## src/rtl/core/mfs_pkg.sv

```systemverilog
package mfs_pkg;
	localparam int STACK_DEPTH = 64;
	localparam int VALUE_WIDTH = 32;
	localparam int IDX_W = $clog2(STACK_DEPTH);
	localparam int CNT_W = $clog2(STACK_DEPTH + 1);

	localparam logic [1:0] ST_OK    = 2'd0;
	localparam logic [1:0] ST_EMPTY = 2'd1;
	localparam logic [1:0] ST_FULL  = 2'd2;

	typedef struct packed {
		logic               func;
		logic signed [31:0] value;
	} req_t;

	typedef struct packed {
		logic signed [31:0] popped_value;
		logic [1:0]         status;
	} rsp_t;

	typedef enum logic [3:0] {
		CMD_IDLE, CMD_LOAD, CMD_PSCAN, CMD_PUSH, CMD_MSCAN,
		CMD_WRD, CMD_WCHK, CMD_SHRD, CMD_SHWR, CMD_POPDONE
	} cmd_t;

	typedef struct packed {
		logic full;
		logic empty;
		logic scan_last;
		logic slot_hit;
		logic walk_hit;
		logic shift_last;
	} sts_t;
endpackage

```

## src/rtl/core/mfs_ctl.sv

```systemverilog
module mfs_ctl import mfs_pkg::*; (
	input  logic clk,
	input  logic arst_n,
	input  logic in_valid,
	input  logic in_func,
	output logic in_stall,
	input  sts_t sts,
	output cmd_t cmd,
	output logic out_load,
	output logic [1:0] out_status,
	output logic out_zero
);
	typedef enum logic [3:0] {
		S_IDLE, S_PSCAN, S_PUSH, S_MSCAN, S_WRD, S_WCHK,
		S_SHCHK, S_SHRD, S_SHWR, S_DONE
	} state_t;
	state_t state_q;

	assign in_stall = state_q != S_IDLE;

	always_comb begin
		cmd = CMD_IDLE;
		unique case (state_q)
			S_IDLE:  cmd = (in_valid) ? CMD_LOAD : CMD_IDLE;
			S_PSCAN: cmd = CMD_PSCAN;
			S_PUSH:  cmd = CMD_PUSH;
			S_MSCAN: cmd = CMD_MSCAN;
			S_WRD:   cmd = CMD_WRD;
			S_WCHK:  cmd = CMD_WCHK;
			S_SHRD:  cmd = CMD_SHRD;
			S_SHWR:  cmd = CMD_SHWR;
			S_DONE:  cmd = CMD_POPDONE;
			default: cmd = CMD_IDLE;
		endcase
	end

	always_ff @(posedge clk or negedge arst_n) begin
		if (!arst_n) begin
			state_q <= S_IDLE;
			out_load <= 1'b0; out_status <= ST_OK; out_zero <= 1'b1;
		end else begin
			out_load <= 1'b0;
			unique case (state_q)
				S_IDLE: if (in_valid) begin
					if (!in_func && sts.full) begin
						out_load <= 1'b1; out_status <= ST_FULL; out_zero <= 1'b1;
					end else if (in_func && sts.empty) begin
						out_load <= 1'b1; out_status <= ST_EMPTY; out_zero <= 1'b1;
					end else state_q <= in_func ? S_MSCAN : S_PSCAN;
				end
				S_PSCAN: if (sts.scan_last) state_q <= S_PUSH;
				S_PUSH: begin
					out_load <= 1'b1; out_status <= ST_OK; out_zero <= 1'b1;
					state_q <= S_IDLE;
				end
				S_MSCAN: if (sts.scan_last) state_q <= S_WRD;
				S_WRD: state_q <= S_WCHK;
				S_WCHK: begin
					if (sts.walk_hit) state_q <= S_SHCHK;
					else if (sts.slot_hit || sts.scan_last) state_q <= S_WRD;
				end
				S_SHCHK: state_q <= sts.shift_last ? S_DONE : S_SHRD;
				S_SHRD: state_q <= S_SHWR;
				S_SHWR: state_q <= S_SHCHK;
				S_DONE: begin
					out_load <= 1'b1; out_status <= ST_OK; out_zero <= 1'b0;
					state_q <= S_IDLE;
				end
				default: state_q <= S_IDLE;
			endcase
		end
	end
endmodule

```

## config.mk

```make
export PLATFORM = sky130hd
export DESIGN_NAME = mfs_ctl
export DESIGN_NICKNAME = d
export VERILOG_FILES = /design/src/rtl/core/mfs_pkg.sv /design/src/rtl/core/mfs_ctl.sv
export SDC_FILE = /design/constraint.sdc
export NUM_CORES = 1
export LEC_CHECK = 0
export ABC_CLOCK_PERIOD_IN_PS = 1450
export BUFFER_PORTS_ARGS = -buffer_cell sky130_fd_sc_hd__buf_2
export CAP_MARGIN = 20
export CORE_UTILIZATION = 42
export CTS_BUF_LIST = sky130_fd_sc_hd__clkbuf_4 sky130_fd_sc_hd__clkbuf_8 sky130_fd_sc_hd__clkbuf_16
export DETAILED_ROUTE_END_ITERATION = 10
export PLACE_DENSITY = 0.68
export SLEW_MARGIN = 0
export SYNTH_ARGS = -nofsm -noshare
export SYNTH_HDL_FRONTEND = slang
export SYNTH_SLANG_ARGS = --single-unit
```

## constraint.sdc

```tcl
create_clock -name clk -period 1.45 [get_ports clk]
set_input_delay 0.29 -clock clk [delete_from_list [all_inputs] [get_ports clk]]
set_output_delay 0.29 -clock clk [all_outputs]
set_load 0.01 [all_outputs]
```

# Word level (Yosys, flattened, before mapping)
# Cells that the tools add are included.
# word_totals
ff_bits,8
out_inout_bits,9
word_cells,56
# classes
n_eq_ne,16
n_mux,24
n_reduce_logical,12
# op_table
op,count
$pmux W4 S9,1
$mux W4,8
$pmux W4 S8,1
$eq A4 B3 Y1 const B,4
$ne A2 B2 Y1 const B,5
$eq A4 B2 Y1 const B,2
$eq A4 B4 Y1 const B,2
$mux W2,4
$mux W1,7
$ne A3 B3 Y1 const B,2
$reduce_and A3 Y1,2
$reduce_and A6 Y1,1
$eq A4 B1 Y1 const B,1
$logic_not A4 Y1,1
$pmux W2 S2,1
$reduce_bool A4 Y1,1
$pmux W1 S3,1
$reduce_bool A3 Y1,1
$logic_and A1 B1 Y1,2
$pmux W1 S2,1
$reduce_bool A2 Y1,1
$reduce_or A2 Y1,1
$logic_not A1 Y1,1
$logic_or A1 B1 Y1,1

# Depth between registers and ports, before layout
# logic_depth
word_depth,5
mapped_depth,5
depth_no_buf,4

# Worst setup path after synthesis
# No wires, ideal clock.
# synth_path
path_kind,register to register
from,reg state_q[0]
to,reg out_status[0]
arrival_ps,1425
required_ps,1325
path_slack_ps,-100
stages_incl_launch_ff,5
path_buffers,0
period_less_slack_ps,1550
path_cell_list,dfrtp_1 > or3b_1 > a21oi_2 > a31o_4 > mux2_4
# synth_between
elab_chain_len,4
elab_cells_between_ends,9
cone_classes,4 x eq/ne; 1 x mux; 4 x reduce/logical
# synth_rtl
element,line_no,text
from (decl),mfs_ctl.sv:17,state_t state_q;
from (signal assigned),mfs_ctl.sv:49,end else state_q <= in_func ? S_MSCAN : S_PSCAN;
from (signal assigned),mfs_ctl.sv:62,S_SHCHK: state_q <= sts.shift_last ? S_DONE : S_SHRD;
$eq A4 B4 Y1 or $eq A4 B2 Y1 (tied branches),mfs_ctl.sv:43,unique case (state_q)
$reduce_or A2 Y1 (no line),n/a,
$reduce_bool A2 Y1 (no line),n/a,
$reduce_and A3 Y1 (no line),n/a,
to (signal assigned),mfs_ctl.sv:40,out_load <= 1'b0; out_status <= ST_OK; out_zero <= 1'b1;
to (signal assigned),mfs_ctl.sv:46,out_load <= 1'b1; out_status <= ST_FULL; out_zero <= 1'b1;
to (signal assigned),mfs_ctl.sv:48,out_load <= 1'b1; out_status <= ST_EMPTY; out_zero <= 1'b1;
to (decl),mfs_ctl.sv:10,"output logic [1:0] out_status,"
# Parallel ways exist; a longest one is shown, timed or not.
# A chain may end at the register's enable or synchronous reset.

# Final worst setup path
# layout_path
from,reg state_q[1]
to,out cmd[0]
# layout_between
elab_chain_len,2
elab_cells_between_ends,10
cone_classes,8 x eq/ne; 1 x mux; 1 x reduce/logical
# layout_rtl
element,line_no,text
$eq A4 B4 Y1 (tied with other cells),mfs_ctl.sv:23,unique case (state_q)
$pmux W4 S9 (*),mfs_ctl.sv:23,
to (decl),mfs_ctl.sv:8,"output cmd_t cmd,"
# Every way passes the cells marked *; elsewhere a longest branch is shown, timed or not.

==> impl_metrics.env <==
export IMPL_area_growth_pct=81.11
export IMPL_async_flop_share=1.000
export IMPL_critPathCaptureType="output pin"
export IMPL_drv_cap=0
export IMPL_netlist_area_leader_share=0.3111
export IMPL_ys_warnings_count=0
export IMPL_num_io_pins=19
export IMPL_fmax_ghz=0.5831
export IMPL_synth_top_family_by_area="compound AO/OA/AOI/OAI gates"
export IMPL_port_buffers=18
export IMPL_clock_root_buffer="clkbuf_4"
export IMPL_path_clk_slew_ns=0.07
export IMPL_route_vias_total=664
export IMPL_cp_max_fo=3
export IMPL_yosys_area_share_adder=0
export IMPL_p_total_w=0.002314
export IMPL_synth_area_per_cell_um2=9.384
export IMPL_tightestPinTransition_ns=0.2633
export IMPL_gp_congestion=0.7430
export IMPL_clock_latency_ns=0.26
export IMPL_crit_arrival_ns=1.42
export IMPL_wl_um=1987
export IMPL_leakagePower_nw=0.5079
export IMPL_crit_required_ns=1.16
export IMPL_core_mm2=0.001171
export IMPL_grt_max_degree=9
export IMPL_cts_made_buffers=3
export IMPL_track_usage=0.3052
export IMPL_rows=12
export IMPL_drive_gt1_frac=0.6126
export IMPL_start_util=0.4808
export IMPL_die_h_um=38.62
export IMPL_finalHoldViolations=0
export IMPL_grt_pass1_wl_um=2973
export IMPL_htreeDepth=1
export IMPL_multi_input_area_um2=357.8
export IMPL_cts_sinks=8
export IMPL_place_hpwl_um=1173
export IMPL_skew_ns=0.01351
export IMPL_placed_cells=107
export IMPL_dr_pass1_iters=4
export IMPL_ys_flop_type="dfrtp_1"
export IMPL_synth_nets=70
export IMPL_drtIter0Drc=11
export IMPL_hp_class="in2reg"
export IMPL_synth_cell_type_count=30
export IMPL_final_cell_mix="24 x buf_4, 16 x buf_2, 9 x buf_6"
export IMPL_clockBufferDepth=2
export IMPL_slew_viol_final=0
export IMPL_fin_nets=122
export IMPL_die_area_mm2=0.001491
export IMPL_synthMuxAreaShare=0.08889
export IMPL_relSlewSlack=0.8194
export IMPL_num_antenna_cells=0
export IMPL_grt_pass1_vias=669
export IMPL_die_x_um=38.62
export IMPL_timing_final_ws_setup_ns=-0.2649
export IMPL_layout_cells_non_filler=125
export IMPL_wl_per_cell_um=15.90
export IMPL_synth_edf_count=0
export IMPL_synth_compound_area_share=0.2467
export IMPL_powerDensity_mw_per_mm2=2270
export IMPL_antenna_found_initial=0
export IMPL_period_needed_ns=1.715
export IMPL_netlist_area_um2=563.0
export IMPL_n_fill_cell=68
export IMPL_rsz0062_at_grt="true"
export IMPL_synth_area_leaders="dfrtp_1 31%, mux2_4 5.3%, dfstp_2 4.7%"
export IMPL_worstSetupPathType="reg2out"
export IMPL_final_common_cell="buf_4"
export IMPL_regArea_um2=203.9
export IMPL_netlist_instances=60
export IMPL_via_per_inst=5.312
export IMPL_yosys_area_share_simple=0.2400
export IMPL_cts_tree="yes"
export IMPL_place_worst_setup_slack_ns=-0.05967
export IMPL_synth_largest_area_cell="dfrtp_1"
export IMPL_ir_drop_uv=1442
export IMPL_drcViolationCount=0
export IMPL_status="finished with violations"
export IMPL_violations="setup timing"
export IMPL_synth_seq_cells=8
export IMPL_grt_overflow=0
export IMPL_synth_xor_xnor_area_share=0
export IMPL_setup_viol=9
export IMPL_period_share=1.183
export IMPL_ys_seq_area_frac=0.3578
export IMPL_ant_nets=0
export IMPL_cp_start_kind="flip-flop"
where the power goes:
group	switching (W)	leakage, nW	internal (W)
clock	0.0000892	0.0184	0.000124
sequential	0.0000680	0.0966	0.000336
combinational	0.000716	0.393	0.000981
total	0.000873	0.508	0.00144
worst max-delay path: stages, from the launching register on:
cell	delay (ns)
dfrtp_1	0.41
buf_4	0.16
nor3b_4	0.22
inv_1	0.07
a31oi_1	0.16
buf_2	0.15
flip-flops by register name (all words and copies together) (netlist names):
register	cells
state_q	4
out_status	2
out_load	1
out_zero	1
through the flow:
step	cell area (um2)	TNS, ns	utilization	hold slack [ns]
floorplan	578.1	-0.1538	-	-0.005591
global placement	809.5	-0.006084	0.6912	0.1342
detailed placement	809.5	-0.1436	0.6912	0.1418
CTS	983.4	-1.520	0.8397	0.2900
global route	1020	-2.188	0.8707	0.3024
finish	1020	-1.692	0.8707	0.2983
logic make-up (layout without fill, tap and decap cells):
| family | Yosys count | in the layout |
|---|---|---|
| buffers and inverters | 9 | 60 |
| AND/OR/NAND/NOR | 22 | 22 |
| multiplexers | 4 | 4 |
| AO/OA/AOI/OAI | 17 | 17 |
| flip-flops | 8 | 8 |
path summary, 6_finish.rpt:
kind                            slack, ns        from  cells after the start             to
worst max-delay path                -0.26  state_q[1]                      5         cmd[0]
worst min-delay path                 0.30      sts[0]                      3     state_q[3]
worst max register to register      -0.22  state_q[0]                      5  out_status[0]
worst min register to register       0.52    out_zero                      1       out_zero
max in group asynchronous            0.81      arst_n                      2       out_zero
min in group asynchronous            0.39      arst_n                      2     state_q[1]
synth_stat cells (all sizes together), types with 2 or more instances:
library cell,instances
nor3b,3
mux2,2
a2bb2oi,2
a21oi,5
buf,3
nand2,3
a31o,2
a31oi,2
nand3b,2
inv,5
mux2i,2
nand2b,2
o31ai,2
nor2,7
dfrtp,7
cell type report:
class                           instances  share of cell area
Timing Repair Buffer                   51              0.3840
Multi-Input combinational cell         43              0.3509
Sequential cell                         8              0.2000
Clock buffer                            4             0.02945
Inverter                                5             0.01840
Tap cell                               14             0.01718
repair_timing:
action                                  in CTS  in global routing
endpoints found under the hold margin        7                  0
hold buffers                                 1                  0
setup buffers                               10                  3
endpoints found under the setup margin       7                 11
pin swaps                                    6                  6
resized for setup                           10                  3
layer usage:
| layer | up-vias | part of all wire | GRT usage |
|---|---|---|---|
| met1 | 323 | 0.40 | 0.3214 |
| met4 | 0 | 0.0070 | 0.08621 |
| met5 | - | 0 | 0 |
| li1 | 321 | - | - |
| met3 | 2 | 0.027 | 0.05202 |
| met2 | 18 | 0.56 | 0.6000 |
No activity file was read; power rests on OpenSTA's default activity.
